==> src/rtl/core/tcw_pkg.sv <==
// Package for the text console writer: command codes, input modes and the
// command word that travels from the front end to the back end through the queue.
// No dependencies.
`timescale 1ns / 1ps

package tcw_pkg;

    localparam logic [1:0] MODE_WRITE  = 2'd0;
    localparam logic [1:0] MODE_CURSOR = 2'd1;
    localparam logic [1:0] MODE_READ   = 2'd2;

    localparam logic [7:0] BYTE_LF       = 8'd10;
    localparam logic [7:0] BYTE_CR       = 8'd13;
    localparam logic [7:0] BYTE_PRINT_LO = 8'd32;
    localparam logic [7:0] BYTE_PRINT_HI = 8'd127;
    localparam logic [7:0] BYTE_COLOR_LO = 8'd240;

    localparam int CHAR_W  = 7;
    localparam int COLOR_W = 4;
    localparam int CELL_W  = CHAR_W + COLOR_W;

    localparam int QUEUE_DEPTH = 4;
    localparam int QPW         = $clog2(QUEUE_DEPTH);

    typedef enum logic [2:0] {
        OP_NOP,
        OP_CHAR,
        OP_NEWLINE,
        OP_COLOR,
        OP_CURSOR,
        OP_READ
    } t_op;

    typedef struct packed {
        t_op               op;
        logic [CHAR_W-1:0] chr;
        logic [7:0]        col;
        logic [7:0]        row;
    } t_cmd;

endpackage

==> src/rtl/core/tcw_front.sv <==
// Front end of the text console writer: takes input transactions, classifies
// them into commands and saturates the target coordinates. Depends on tcw_pkg.
`timescale 1ns / 1ps

module tcw_front #(
    parameter int COLUMNS = 128,
    parameter int ROWS    = 60
) (
    input  logic          i_in_valid,
    output logic          o_in_stall,
    input  logic [1:0]    i_mode,
    input  logic [7:0]    i_byte_value,
    input  logic [7:0]    i_target_col,
    input  logic [7:0]    i_target_row,
    input  logic          i_clearing,
    input  logic          i_queue_full,
    output logic          o_push,
    output tcw_pkg::t_cmd o_cmd
);
    import tcw_pkg::*;

    assign o_in_stall = i_queue_full | i_clearing;
    assign o_push     = i_in_valid & ~o_in_stall;

    always_comb begin
        o_cmd.chr = i_byte_value[CHAR_W-1:0];
        o_cmd.col = ({1'b0, i_target_col} >= 9'(COLUMNS)) ? 8'(COLUMNS - 1) : i_target_col;
        o_cmd.row = ({1'b0, i_target_row} >= 9'(ROWS)) ? 8'(ROWS - 1) : i_target_row;
        case (i_mode)
            MODE_WRITE: begin
                if (i_byte_value inside {[BYTE_PRINT_LO:BYTE_PRINT_HI]}) begin
                    o_cmd.op = OP_CHAR;
                end else if (i_byte_value == BYTE_LF || i_byte_value == BYTE_CR) begin
                    o_cmd.op = OP_NEWLINE;
                end else if (i_byte_value >= BYTE_COLOR_LO) begin
                    o_cmd.op = OP_COLOR;
                end else begin
                    o_cmd.op = OP_NOP;
                end
            end
            MODE_CURSOR: o_cmd.op = OP_CURSOR;
            MODE_READ:   o_cmd.op = OP_READ;
            default:     o_cmd.op = OP_NOP;
        endcase
    end

endmodule

==> config.mk <==
export PLATFORM = sky130hd
export DESIGN_NAME = tcw_front
export DESIGN_NICKNAME = d
export VERILOG_FILES = /design/src/rtl/core/tcw_pkg.sv /design/src/rtl/core/tcw_front.sv
export SDC_FILE = /design/constraint.sdc
export NUM_CORES = 1
export LEC_CHECK = 0
export ABC_AREA = 1
export BUFFER_PORTS_ARGS = -buffer_cell sky130_fd_sc_hd__buf_2
export CORE_AREA = 2 2 39 41
export DETAILED_ROUTE_END_ITERATION = 16
export DIE_AREA = 0 0 41 43
export GPL_ROUTABILITY_DRIVEN = 0
export PLACE_DENSITY_LB_ADDON = 0.05
export SYNTH_ARGS = -nofsm -noshare
export SYNTH_HDL_FRONTEND = slang
export SYNTH_SLANG_ARGS = --single-unit
==> constraint.sdc <==
create_clock -name vclk -period 1
set_clock_uncertainty 0.2 [all_clocks]
set_input_delay 0.05 -clock vclk [all_inputs]
set_output_delay 0.05 -clock vclk [all_outputs]
set_load 0.02 [all_outputs]
==> results of run 1 <==
area by class of cell:
type                       count  area share, %
inverter                      14           8.11
multi-input combinational     43           40.5
tap                           16           3.09
timing repair buffer          55           48.3
routing by layer:
| metal | up-vias | wire (um) | global-route usage, % |
|---|---|---|---|
| met2 | 34 | 467 | 16.3 |
| met5 | - | 0 | 0 |
| met4 | 0 | 0 | 0 |
| li1 | 270 | - | - |
| met3 | 0 | 122 | 0 |
| met1 | 204 | 287 | 11.7 |
kinds of logic (layout without fill, tap and decap cells):
kind of cell,after synthesis,in the layout,share of synthesized area [%]
and+or+nand+nor,37,37,51.7
buffers and inverters,24,69,37.4
AOI/OAI and AO/OA,1,1,2.56
adders and majority gates,2,2,7.32
other,1,3,1.10
power groups by stage:
stage / clock network (mW) / logic, mW / registers [mW]
final: 0 / 0.281 / 0
after global routing: 0 / 0.310 / 0
after global placement: 0 / 0.255 / 0
after floorplan: 0 / 0.170 / 0
after detailed placement: 0 / 0.255 / 0
after CTS: 0 / 0.255 / 0
timing repair:
action | 4_1_cts | 5_1_grt
setup endpoints to repair | 5 | 7
cloned | 0 | 0
resized for setup | 1 | 21
pin swaps | 1 | 5
cell usage in the layout, fill, tap and decap left out, drive strengths merged:
cell type	instances
nor3b	1
nor3	1
inv	14
ha	2
nand4	1
conb	3
nand2	17
nand3	2
buf	55
or2	8
a21oi	1
nor2	7
final timing paths:
check / to / slack, ns / cells past startpoint
worst max-delay path: o_cmd[24] / 0.02 / 7
worst min-delay path: o_cmd[21] / 0.13 / 2
per-stage QoR:
| step | hold WS [ns] | setup WS (ns) | instances |
|---|---|---|---|
| after floorplan | 0.0126 | 0.0405 | 67 |
| after global placement | 0.147 | -0.0200 | 128 |
| after detailed placement | 0.151 | -0.0147 | 128 |
| after CTS | 0.151 | 0.00321 | 128 |
| after global routing | 0.140 | -0.0423 | 128 |
| final | 0.128 | 0.0165 | 128 |
==> impl_metrics.csv, run 1 <==
group,metric,value,unit
synth,synth_largest_area_cell,"buf_4",
worst_setup_path,cp.arrival,0.73,ns
floorplanning,dieArea,1760,um2
finish,n_antenna_cell,0,
floorplanning,start_util,24.7,%
grt,antenna_found_initial,0,
finish,seqCellArea,0,um2
drt,vias_per_cell,3.97,
grt,grt_max_degree,8,
drt,drt_iter0_drc,0,
finish,syn2layout_area_growth,89.7,%
floorplanning,die_h,43,um
timing,setup_tns,0,ns
worst_setup_path,critPathSlowestCell,"a21oi_2",
grt,grt_pass1_wl,1.22,mm
power_and_ir_drop,power.share.switching,56.7,%
finish,nets,145,
power_and_ir_drop,p_sw,159,uW
timing,max_clock_freq,1.02,GHz
worst_setup_path,cp.required,0.75,ns
drt,drc,0,
finish,clkbuf_count,0,
finish,utilization,46.8,%
power_and_ir_drop,worst_ir_drop_vdd,0.184,mV
timing,finalMaxSlewViolations,0,
synth,syn_avg_cell_area,5.26,um2
placement,postPlaceCellArea,577,um2
outcome,status,"complete, no violations",
finish,layout-drive-gt1-share,67.9,%
worst_setup_path,critPathLaunchType,"primary input",
power_and_ir_drop,p_clk_share,0,%
worst_setup_path,max_stage_delay,0.14,ns
timing,setup_violations,0,
flow_run,maxCapViolCount,0,
drt,totalWireLength,876,um
timing,period_share,98.3,%
finish,seq_cells,0,
worst_setup_path,crit_buf_inv,2,
finish,fill_cells,140,
power_and_ir_drop,power.internal,122,uW
power_and_ir_drop,power.leakage,0.403,nW
finish,final_area,648,um2
floorplanning,rows,14,
floorplanning,core_area,1380,um2
finish,multiInputGateArea,263,um2
worst_setup_path,worst-path-max-fanout,3,
floorplanning,die_w,41,um
drt,drtAntennaViolNets,0,
drt,dr.pass1.iters,1,
timing,min_period,0.983,ns
placement,dp.final_hpwl,785,um
power_and_ir_drop,seqPwrFrac,0,%
synth,synth-seq-area-share,0,%
clock_tree,postCtsSetupBuffers,0,
power_and_ir_drop,power.density,433,nW/um2
grt,grt-ovfl-total,0,
worst_setup_path,cp-end-kind,"output port",
synth,synth_most_common_cell,"nand2_1",
grt,grt_pass1_vias,352,
synth,synth_cell_types,13,
synth,yosysWarnings,0,
worst_setup_path,cp_top_family,"simple AND/OR/NAND/NOR gates",
synth,synthTopCellsByCount,"nand2_1 (17), inv_1 (14), buf_4 (10), or2_2 (8), nor2_1 (6)",
worst_setup_path,cp_cell_sequence,"buf_8, nor2_4, nand2_2, nor2_2, nand2_1, a21oi_2, buf_6",
synth,synth_area_leaders,"buf_4 (22%), nand2_1 (19%), inv_1 (15%), or2_2 (15%), ha_1 (7.3%)",
floorplanning,pin_count,57,
drt,wl_per_cell,6.84,um
placement,io_buffers,54,
timing,finalHoldViolCount,0,
worst_setup_path,worstSetupPathType,"in -> out",
worst_hold_path,hold_path_class,"in -> out",
grt,track_usage,8.89,%
synth,yosysTopAreaCellShare,22.0,%
worst_hold_path,hold_start,"i_byte_value[5]",
synth,synth_area,342,um2
power_and_ir_drop,combPwrFrac,100.0,%
power_and_ir_drop,total_power,281,uW
synth,synthCells,65,
drt,via_count,508,
clock_tree,cts_hold_buf,0,
timing,rsz0062_at_grt,"true",
worst_setup_path,cp-startpoint,"i_byte_value[5]",
Power figures use the tool's default switching activity.
==> inputs of run 2 (changes only) <==
Settings changed: ABC_AREA 1 to unset, CAP_MARGIN set to 15.
==> run 2 against run 1 <==
Compared with the run above:
- the run now ends with setup timing left
- total power grew 14%
- utilization increased by 4.9 points
- setup slack got worse by 0.16 ns
- clock-buffer cell count did not move
- final cell count is 7.8% lower
- hold slack gained 0.015 ns
- largest power group unchanged
- first-iteration DRC count is 2 higher
- synthesized cell count is 26% lower
- combinational power grew 14%
- global-route usage rose by 2.4 points
- cell area rose by 10%
- largest cell class unchanged
- area after synthesis fell by 7.7%
==> impl_metrics.csv, run 2 <==
group,metric,value,unit
grt,grt_pass1_wl,1.51,mm
power_and_ir_drop,worst_ir_drop_vdd,0.230,mV
synth,synthTopCellsByCount,"buf_4 (10), or2_2 (10), inv_1 (4), nor2_1 (4), or3_1 (3)",
finish,stdcell_count,118,
timing,fin_ws,-0.141,ns
drt,vias_per_cell,4.15,
power_and_ir_drop,power.leakage,0.375,nW
finish,clkbuf_count,0,
worst_setup_path,worstSetupPathType,"in -> out",
grt,grt-ovfl-total,0,
drt,wl_per_cell,8.34,um
finish,fill_cells,141,
finish,seqCellArea,0,um2
grt,antenna_found_initial,0,
synth,syn_avg_cell_area,6.57,um2
finish,layout-drive-gt1-share,80.4,%
worst_hold_path,hold_path_class,"in -> out",
finish,syn2layout_area_growth,127,%
synth,synth_largest_area_cell,"buf_4",
synth,synth-seq-area-share,0,%
placement,io_buffers,54,
drt,dr.pass1.iters,2,
flow_run,maxCapViolCount,0,
finish,final_cell_mix,"buf_2 (48), buf_4 (9), or2_2 (8)",
floorplanning,rows,14,
worst_setup_path,cp-end-kind,"output port",
timing,min_period,1.14,ns
timing,period_share,114,%
worst_setup_path,cp.arrival,0.89,ns
grt,grt_max_degree,8,
timing,max_clock_freq,0.876,GHz
finish,final_common_cell,"buf_2",
floorplanning,die_h,43,um
worst_setup_path,critPathSlowestCell,"nor4b_4",
worst_setup_path,cp_top_family,"simple AND/OR/NAND/NOR gates",
placement,post-place-ws,-0.352,ns
drt,drtAntennaViolNets,0,
finish,n_antenna_cell,0,
timing,setup_tns,-0.257,ns
worst_setup_path,cp.required,0.75,ns
finish,nets,135,
finish,multiInputGateArea,304,um2
placement,dp.cells,115,
grt,grt_pass1_vias,413,
worst_setup_path,cp_cell_sequence,"buf_8, ha_4, nor4b_4, nand3_2, o22ai_4, buf_6",
synth,synth_cell_types,20,
synth,synthCells,48,
floorplanning,core_area,1380,um2
synth,yosysWarnings,0,
timing,rsz0062_at_grt,"true",
grt,track_usage,11.3,%
worst_setup_path,worst-path-max-fanout,3,
drt,drc,0,
finish,utilization,51.7,%
worst_setup_path,critPathLaunchType,"primary input",
drt,drt_iter0_drc,2,
floorplanning,start_util,22.8,%
synth,synth_area,315,um2
worst_setup_path,crit_buf_inv,2,
drt,totalWireLength,984,um
timing,finalMaxSlewViolations,0,
placement,dp.final_hpwl,867,um
synth,yosysTopAreaCellShare,23.8,%
drt,via_count,490,
power_and_ir_drop,total_power,321,uW
outcome,violations,"setup timing",
outcome,status,"complete, but fails checks",
finish,seq_cells,0,
power_and_ir_drop,power.density,448,nW/um2
floorplanning,pin_count,57,
floorplanning,dieArea,1760,um2
timing,finalHoldViolCount,0,
synth,synth_area_leaders,"buf_4 (24%), or2_2 (20%), ha_1 (7.9%), or3_1 (6.0%), a221oi_2 (4.8%)",
timing,setup_violations,2,
worst_setup_path,max_stage_delay,0.22,ns
floorplanning,die_w,41,um
run 2: changes by cell type in the layout (fill, tap and decap cells not counted), sizes merged, moves of 2 or more:
cell,previous run,this run
or3,0,3
or2,8,10
nor2,7,4
buf,55,62
inv,14,4
nand2,17,2
run 2: cell type report:
| class | count | area share (%) |
|---|---|---|
| timing repair buffer | 62 | 51.9 |
| multi-input combinational | 36 | 42.5 |
| inverter | 4 | 2.80 |
| tap | 16 | 2.80 |
run 2: path summary, 6_finish.rpt:
path	depth (start not counted)	start	endpoint	slack, ns
hold / removal	2	i_byte_value[1]	o_cmd[17]	0.14
setup / recovery	6	i_mode[1]	o_cmd[24]	-0.14
run 2: power by group:
part / internal (mW) / switching, mW / total, mW
logic: 0.154 / 0.167 / 0.321
registers: 0 / 0 / 0
clock network: 0 / 0 / 0
total: 0.154 / 0.167 / 0.321
run 2: what timing repair did:
| action | CTS | global route |
|---|---|---|
| buffers inserted | 3 | 0 |
| hold buffers | 0 | 0 |
| resized for setup | 23 | 3 |
| endpoints found under the setup margin | 4 | 4 |
| pin swaps | 4 | 2 |
run 2: cells by family after synthesis:
logic type,count (synthesis),synth area share [%]
AO/OA/AOI/OAI,5,13.9
adder cells (fa/ha/maj),2,7.94
buffers and inverters,14,28.6
other,1,1.19
AND/OR/NAND/NOR,26,48.4
run 2: metrics by stage:
stage	cell area (um2)	hold WS (ns)
3_3_place_gp	601	0.135
5_1_grt	716	0.166
6_report	716	0.143
2_1_floorplan	348	-0.00980
4_1_cts	708	0.144
3_5_place_dp	601	0.137
run 2: per-layer routing:
metal / wire length, um / GRT usage [%] / up-vias
li1: - / - / 261
met1: 323 / 11.7 / 201
met2: 557 / 23.8 / 28
met3: 104 / 0 / 0
met4: 0 / 0 / 0
met5: 0 / 0 / -
