$ cat src/rtl/core/tcw_pkg.sv
// Package for the text console writer: command codes, input modes and the
// command word that travels from the front end to the back end through the queue.
// No dependencies.
`timescale 1ns / 1ps

package tcw_pkg;

    localparam logic [1:0] MODE_WRITE  = 2'd0;
    localparam logic [1:0] MODE_CURSOR = 2'd1;
    localparam logic [1:0] MODE_READ   = 2'd2;

    localparam logic [7:0] BYTE_LF       = 8'd10;
    localparam logic [7:0] BYTE_CR       = 8'd13;
    localparam logic [7:0] BYTE_PRINT_LO = 8'd32;
    localparam logic [7:0] BYTE_PRINT_HI = 8'd127;
    localparam logic [7:0] BYTE_COLOR_LO = 8'd240;

    localparam int CHAR_W  = 7;
    localparam int COLOR_W = 4;
    localparam int CELL_W  = CHAR_W + COLOR_W;

    localparam int QUEUE_DEPTH = 4;
    localparam int QPW         = $clog2(QUEUE_DEPTH);

    typedef enum logic [2:0] {
        OP_NOP,
        OP_CHAR,
        OP_NEWLINE,
        OP_COLOR,
        OP_CURSOR,
        OP_READ
    } t_op;

    typedef struct packed {
        t_op               op;
        logic [CHAR_W-1:0] chr;
        logic [7:0]        col;
        logic [7:0]        row;
    } t_cmd;

endpackage

$ cat src/rtl/core/tcw_queue.sv
// Short command queue between the front end and the back end of the text
// console writer. Depends on tcw_pkg.
`timescale 1ns / 1ps

module tcw_queue (
    input  logic          i_clk,
    input  logic          i_rst_n,
    input  logic          i_push,
    input  tcw_pkg::t_cmd i_cmd,
    output logic          o_full,
    input  logic          i_pop,
    output logic          o_valid,
    output tcw_pkg::t_cmd o_cmd
);
    import tcw_pkg::*;

    t_cmd           r_data [QUEUE_DEPTH];
    logic [QPW-1:0] r_wp;
    logic [QPW-1:0] r_rp;
    logic [QPW:0]   r_cnt;

    assign o_valid = (r_cnt != '0);
    assign o_full  = (r_cnt == (QPW + 1)'(QUEUE_DEPTH));
    assign o_cmd   = r_data[r_rp];

    always_ff @(posedge i_clk) begin
        if (!i_rst_n) begin
            r_wp  <= '0;
            r_rp  <= '0;
            r_cnt <= '0;
        end else begin
            if (i_push) begin
                r_wp <= r_wp + 1'b1;
            end
            if (i_pop) begin
                r_rp <= r_rp + 1'b1;
            end
            case ({i_push, i_pop})
                2'b10:   r_cnt <= r_cnt + 1'b1;
                2'b01:   r_cnt <= r_cnt - 1'b1;
                default: r_cnt <= r_cnt;
            endcase
        end
    end

    always_ff @(posedge i_clk) begin
        if (i_push) begin
            r_data[r_wp] <= i_cmd;
        end
    end

endmodule

$ cat config.mk
export PLATFORM = sky130hd
export DESIGN_NAME = tcw_queue
export DESIGN_NICKNAME = d
export VERILOG_FILES = /design/src/rtl/core/tcw_pkg.sv /design/src/rtl/core/tcw_queue.sv
export SDC_FILE = /design/constraint.sdc
export NUM_CORES = 1
export LEC_CHECK = 0
export BUFFER_PORTS_ARGS = -buffer_cell sky130_fd_sc_hd__buf_2
export CAP_MARGIN = 20
export CORE_ASPECT_RATIO = 1.75
export CORE_MARGIN = 1
export CORE_UTILIZATION = 35
export CTS_BUF_LIST = sky130_fd_sc_hd__clkbuf_8
export CTS_CLUSTER_SIZE = 20
export DETAILED_ROUTE_END_ITERATION = 8
export GPL_TIMING_DRIVEN = 0
export HOLD_SLACK_MARGIN = 0.08
export SKIP_CTS_REPAIR_TIMING = 1
export SLEW_MARGIN = 10
export SYNTH_ARGS = -nofsm -noshare
export SYNTH_HDL_FRONTEND = slang
export SYNTH_SLANG_ARGS = --single-unit
$ cat constraint.sdc
create_clock -name i_clk -period 1.85 [get_ports i_clk]
set_clock_uncertainty 0.1 [all_clocks]
set_input_delay 0.185 -clock i_clk [delete_from_list [all_inputs] [get_ports i_clk]]
set_output_delay 0.185 -clock i_clk [all_outputs]
set_load 0.05 [all_outputs]
==> results of run 1 <==
path summary, 6_finish.rpt:
check | startpoint | endpoint | slack (ps)
min reg2reg | r_cnt[2] | r_cnt[2] | 440
max | flop | o_cmd[2] | -180
max reg2reg | r_wp[0] | r_data[0][15] | 160
min | i_pop | flop | 120
routing by layer:
layer / GRT usage / routed length, µm / vias up
li1: - / - / 952
met2: 0.2218 / 4306 / 47
met3: 0.04076 / 273 / 13
met4: 0.07373 / 143 / 0
met5: 0 / 0 / -
met1: 0.1209 / 2726 / 1062
metrics by stage:
| step | hold WS [ps] | util |
|---|---|---|
| 6_report | 119.7 | 0.4794 |
| 5_1_grt | 142.4 | 0.4794 |
| 4_1_cts | -157.9 | 0.4323 |
| 3_5_place_dp | 303.9 | 0.4013 |
| 3_3_place_gp | 295.6 | 0.4009 |
| 2_1_floorplan | 183.9 | - |
area by class of cell:
class / count / area, µm²
buffer: 6 / 87.58
timing repair buffer: 91 / 830.8
sequential: 113 / 3307
clock buffer: 17 / 234.0
multi-input combinational: 56 / 845.8
fill: 1021 / 6097
clock inverter: 15 / 128.9
tap: 135 / 168.9
inverter: 3 / 11.26
worst max-delay path, stage by stage, from the launching register on:
cell	delay (ps)
sky130_fd_sc_hd__dfxtp_4	360
sky130_fd_sc_hd__buf_12	130
sky130_fd_sc_hd__clkbuf_16	150
sky130_fd_sc_hd__mux4_2	520
sky130_fd_sc_hd__buf_6	170
state kept, by name, indices dropped and copies added (netlist names), named ones only:
name	cells
r_rp	2
r_wp	2
r_cnt	3
r_data	104
kinds of logic after synthesis:
group,after synthesis,synth area share
compound gates,2,0.002950
xor+xnor,5,0.01033
fa+ha+maj,6,0.01947
buf+inv,9,0.01829
flops,113,0.7790
mux,28,0.1481
simple gates,15,0.02183
cell usage after synthesis:
library cell	instances	area [µm²]
sky130_fd_sc_hd__edfxtp_1	104	3123
sky130_fd_sc_hd__mux4_2	20	450.4
sky130_fd_sc_hd__and2_1	9	56.30
sky130_fd_sc_hd__dfxtp_1	9	180.2
sky130_fd_sc_hd__mux4_1	6	157.7
sky130_fd_sc_hd__ha_1	5	62.56
sky130_fd_sc_hd__inv_1	3	11.26
sky130_fd_sc_hd__xnor2_1	3	26.28
sky130_fd_sc_hd__buf_12	2	40.04
sky130_fd_sc_hd__buf_2	2	10.01
sky130_fd_sc_hd__mux2i_1	2	20.02
sky130_fd_sc_hd__nor2b_1	2	12.51
sky130_fd_sc_hd__or3_1	2	12.51
sky130_fd_sc_hd__xor2_1	2	17.52
sky130_fd_sc_hd__a21boi_0	1	7.510
sky130_fd_sc_hd__buf_6	1	11.26
sky130_fd_sc_hd__clkbuf_2	1	5.000
sky130_fd_sc_hd__fa_1	1	20.02
sky130_fd_sc_hd__nand2_1	1	3.750
sky130_fd_sc_hd__nor3b_1	1	7.510
sky130_fd_sc_hd__o21ai_0	1	5.000
power by group:
group	total, mW	internal [mW]	switching, mW
Sequential	2.97	2.93	0.0418
Combinational	1.10	0.468	0.627
Clock	2.08	1.16	0.918
==> key figures, run 1 <==
Run status
  • Run status: finished, violations left
  • Violated checks: negative setup slack

Critical path
  • Worst path arrival time: 1750 ps
  • Data required time of the worst path: 1560 ps
  • Worst-case reg-to-reg path depth: 3
  • Critical Path Start Type: flop
  • Setup CP Type: reg2out
  • Critical path capture point type: output pin
  • CP Max Fanout: 5

Finish
  • Area grow syn2layout: 32.40%
  • Most frequent cells in the layout: sky130_fd_sc_hd__edfxtp_1, sky130_fd_sc_hd__buf_2, sky130_fd_sc_hd__dlygate4sd3_1
  • Post-route standard cell area excluding fillers: 0.005614 mm²
  • Non-filler instance count after layout: 436
  • Post-layout net count: 324
  • Most common cell after layout, fill and taps aside: sky130_fd_sc_hd__edfxtp_1
  • Layout cells sized above 1: 0.4153
  • Ant. Diodes: 0

Floorplanning
  • Die Height: 147.6 µm
  • Num ports: 58
  • Initial cell density of the core: 0.3621
  • Std cell rows: 52
  • Chip width: 85.21 µm
  • Total Die Area: 0.01258 mm²
  • Core Region: 0.01171 mm²

Clock tree
  • Number of clock buffers inserted by TritonCTS: 17
  • CTS tree: yes
  • Clock Sinks: 113
  • Insertion delay of the later-clocked pin in the worst-skew pair: 410 ps
  • CTS HTree Levels: 4
  • Longest Clk Path Bufs: 2
  • CTS clk-pin slew, worst paths: 60 ps
  • Clock root cell: sky130_fd_sc_hd__clkbuf_8

Routing
  • Antenna viol nets, final: 0
  • # DRC: 0
  • Starting DRT DRC Count: 87
  • Total via count in the routed design: 2074
  • Number of iterations in the first detailed-routing pass: 4
  • Detailed-route wire length per cell: 17.09 µm
  • Total length of routed wires: 7.450 mm
  • Ratio of routed vias to standard cells: 4.757

Place
  • Placed Area: 0.004700 mm²
  • Post-Place Worst Slack: 29.31 ps
  • Cell count after placement: 370
  • Port-buffer cells: 57
  • Routability congestion estimate: 0.6757
  • Detail Placement HPWL: 4.256 mm

Synthesis
  • Number of register bits inferred by synthesis: 113
  • Warnings from Yosys: 0
  • Post-synth design cell area: 0.004240 mm²
  • Syn_nets: 214
  • Sequential element share of the synthesized area: 0.7790
  • Number of distinct library cells after synthesis: 21
  • Avg Inst Size Synth: 23.82 µm²
  • Number of standard cells after synthesis: 178

Timing
  • Max-slew violation total from the final report: 0
  • Ratio of final minimum period to clock period: 1.100
  • Fin worst setup slack: -185.0 ps
  • Sum of negative setup slack: -4023 ps
  • Final Critical Period: 2035 ps
  • Final count of hold timing violations: 0
  • RSZ-0062 raised after global routing: yes
  • Transition time of the tightest slew-check pin: 756.8 ps
  • Fmax: 0.4914 GHz
  • Normalized max-slew margin: 0.4955
  • Number of failing setup endpoints in the final timing report: 26

Power
  • Cell area power density: 1094 mW/mm²
  • Leakage component of the power: 1.990 nW
  • Total Power Consumption: 6.143 mW
  • Worst IR drop on VDD: 0.0004994 V

Global route
  • Total Routing Usage GR: 0.1235
  • Number of antenna violations at the first check in global routing: 0
  • Number of global-route vias before repair: 2117
  • Largest net degree at the start of global routing: 27
  • Total overflow reported by the global router: 0
  • Wire length of the first global-routing pass: 10.87 mm

Worst hold path
  • Class of the tightest hold or removal check: in2reg
  • Hold path depth: 4

Run
  • Total of max-cap violations: 0
Note: power is estimated with default switching activity, not from simulation.
==> run 2, diff against run 1 <==
==> constraint.sdc (replaced) <==
create_clock -name i_clk -period 2.2 [get_ports i_clk]
set_clock_uncertainty 0.1 [all_clocks]
set_input_delay 0.22 -clock i_clk [delete_from_list [all_inputs] [get_ports i_clk]]
set_output_delay 0.22 -clock i_clk [all_outputs]
set_load 0.05 [all_outputs]
==> run 2 against run 1 <==
Compared with the run above: the flow now finishes without violations; combinational power fell by 29%; sequential share of layout area rose by 2.6 points; critical path type unchanged; utilization fell by 2.1 points; count of clock-buffer cells in the layout did not move; first-iteration DRC count rose by 8.0%.
==> key figures, run 2 (synthesis gave the netlist of run 1 again) <==
Finish
  • Post-layout net count: 319 (-1.5%)
  • Area grow syn2layout: 26.65%
  • Ant. Diodes: 0 (unchanged)
  • Share of the core filled with cells: 0.4585 (-0.02083)
  • Most frequent cells in the layout: sky130_fd_sc_hd__edfxtp_1, sky130_fd_sc_hd__buf_2, sky130_fd_sc_hd__dlygate4sd3_1
  • Registers with the most flip-flops: r_data x104, r_cnt x3
  • Post-route standard cell area excluding fillers: 0.005370 mm² (-4.3%)
  • Layout cells sized above 1: 0.3885 (-0.02677)
  • Largest Register: r_data
  • Largest register FFs: 104 (unchanged)
  • Most common cell after layout, fill and taps aside: sky130_fd_sc_hd__edfxtp_1

Clock tree
  • Number of clock buffers inserted by TritonCTS: 17 (unchanged)
  • Longest Clk Path Bufs: 2 (unchanged)
  • CTS tree: yes
  • Insertion delay of the later-clocked pin in the worst-skew pair: 410 ps (about the same)
  • CTS clk-pin slew, worst paths: 60 ps (about the same)
  • Clock Sinks: 113 (unchanged)
  • CTS HTree Levels: 4 (unchanged)
  • Clock root cell: sky130_fd_sc_hd__clkbuf_8

Floorplanning
  • Initial cell density of the core: 0.3621 (unchanged)
  • Core Region: 0.01171 mm² (unchanged)
  • Num ports: 58 (unchanged)
  • Total Die Area: 0.01258 mm² (unchanged)
  • Chip width: 85.21 µm (unchanged)
  • Die Height: 147.6 µm (unchanged)
  • Std cell rows: 52 (unchanged)

Critical path
  • RR Startpoint: r_wp[0]
  • Worst reg-to-reg setup slack: 510 ps (+350 ps)
  • Worst path arrival time: 1810 ps (+60 ps)
  • Worst stage delay on the critical path: 510 ps (about the same)
  • Cell with the largest stage delay on the worst path: sky130_fd_sc_hd__mux4_2
  • CP Max Fanout: 10 (+5)
  • Endpoint of the most critical register-to-register path: r_data[0][15]
  • Data required time of the worst path: 1880 ps (+320 ps)
  • Critical path capture point type: output pin
  • Critical Path Start Type: flop
  • Setup CP Type: reg2out
  • Worst-case reg-to-reg path depth: 3 (unchanged)
  • Worst-path cell chain: buf_6, buf_12, mux4_2, buf_2

Place
  • Detail Placement HPWL: 4.256 mm (unchanged)
  • Placed Area: 0.004700 mm² (unchanged)
  • Port-buffer cells: 57 (unchanged)
  • Routability congestion estimate: 0.6757 (unchanged)

Timing
  • Minimum hold slack: 436.3 ps (+316.6 ps)
  • Final count of hold timing violations: 0 (unchanged)
  • RSZ-0062 raised after global routing: no
  • Max-slew violation total from the final report: 0 (unchanged)
  • Final Critical Period: 2126 ps
  • Normalized max-slew margin: 0.4939 (-0.001640)
  • Fmax: 0.4703 GHz
  • Number of failing setup endpoints in the final timing report: 0 (-100%)
  • Transition time of the tightest slew-check pin: 759.2 ps (+2.460 ps)
  • Ratio of final minimum period to clock period: 0.9665
  • Sum of negative setup slack: 0 ps (+4023 ps)

Global route
  • Number of global-route vias before repair: 2117 (unchanged)
  • Largest net degree at the start of global routing: 27 (unchanged)
  • Number of antenna violations at the first check in global routing: 0 (unchanged)
  • Total overflow reported by the global router: 0 (unchanged)
  • Total Routing Usage GR: 0.1235 (unchanged)
  • Wire length of the first global-routing pass: 10.87 mm (unchanged)

Routing
  • Ratio of routed vias to standard cells: 4.724 (-0.69%)
  • Starting DRT DRC Count: 94 (+8.0%)
  • Antenna viol nets, final: 0 (unchanged)
  • Number of iterations in the first detailed-routing pass: 4 (unchanged)
  • Total length of routed wires: 7.068 mm (-5.1%)
  • Detailed-route wire length per cell: 16.40 µm (-4.0%)
  • # DRC: 0 (unchanged)
  • Total via count in the routed design: 2036 (-1.8%)

Power
  • Worst IR drop on VDD: 0.0004045 V (-19%)
  • Leakage component of the power: 1.906 nW (-4.2%)
  • Cell area power density: 933.6 mW/mm² (-15%)
  • Total Power Consumption: 5.014 mW (-18%)

Worst hold path
  • Worst hold endpoint: r_cnt[2]
  • Hold path depth: 2 (-2)
  • Source of the worst hold timing path: r_cnt[2]
  • Class of the tightest hold or removal check: reg2reg

Run status
  • Run status: finished clean

Run
  • Total of max-cap violations: 0 (unchanged)
-- run 2: how the worst max path moves through the flow --
stage,startpoint,endpoint,cells after the start
after floorplan,r_cnt[0],o_full,1
after global placement,r_wp[0],r_data[3][14],2
after detailed placement,i_push,r_cnt[2],7
after CTS,flop,o_cmd[16],4
after global routing,flop,o_cmd[19],4
final,flop,o_cmd[20],4
-- run 2: area by class of cell --
class                           count  area [µm²]
Inverter                            3       11.26
Multi-Input combinational cell     56       864.6
Clock buffer                       17       234.0
Timing Repair Buffer               86       588.1
Tap cell                          135       168.9
Clock inverter                     15       128.9
Fill cell                        1038        6341
Sequential cell                   113        3303
Buffer                              6       71.32
-- run 2: where the power goes --
part	internal [mW]	switching, mW	total [mW]
clock network	0.975	0.767	1.74
logic	0.276	0.499	0.776
registers	2.46	0.0331	2.50
-- run 2: worst max-delay path, delay by kind of cell, from the launching register on --
kind / cells / cell delay [ps]
buf+inv: 3 / 550
flops: 1 / 320
mux: 1 / 510
-- run 2: stage by stage --
step / std cells / setup WS, ps
after global routing: 431 / 1.805
after CTS: 402 / -55.47
after global placement: 370 / -4.608
after detailed placement: 370 / 344.3
final: 431 / 73.67
after floorplan: 178 / 382.4
-- run 2: routing by layer --
metal  part of all wire  up-vias  GRT usage
li1                   -      947          -
met3              0.039       10    0.04076
met1               0.38     1033     0.1209
met2               0.56       46     0.2218
met4              0.017        0    0.07373
met5                  0        -          0
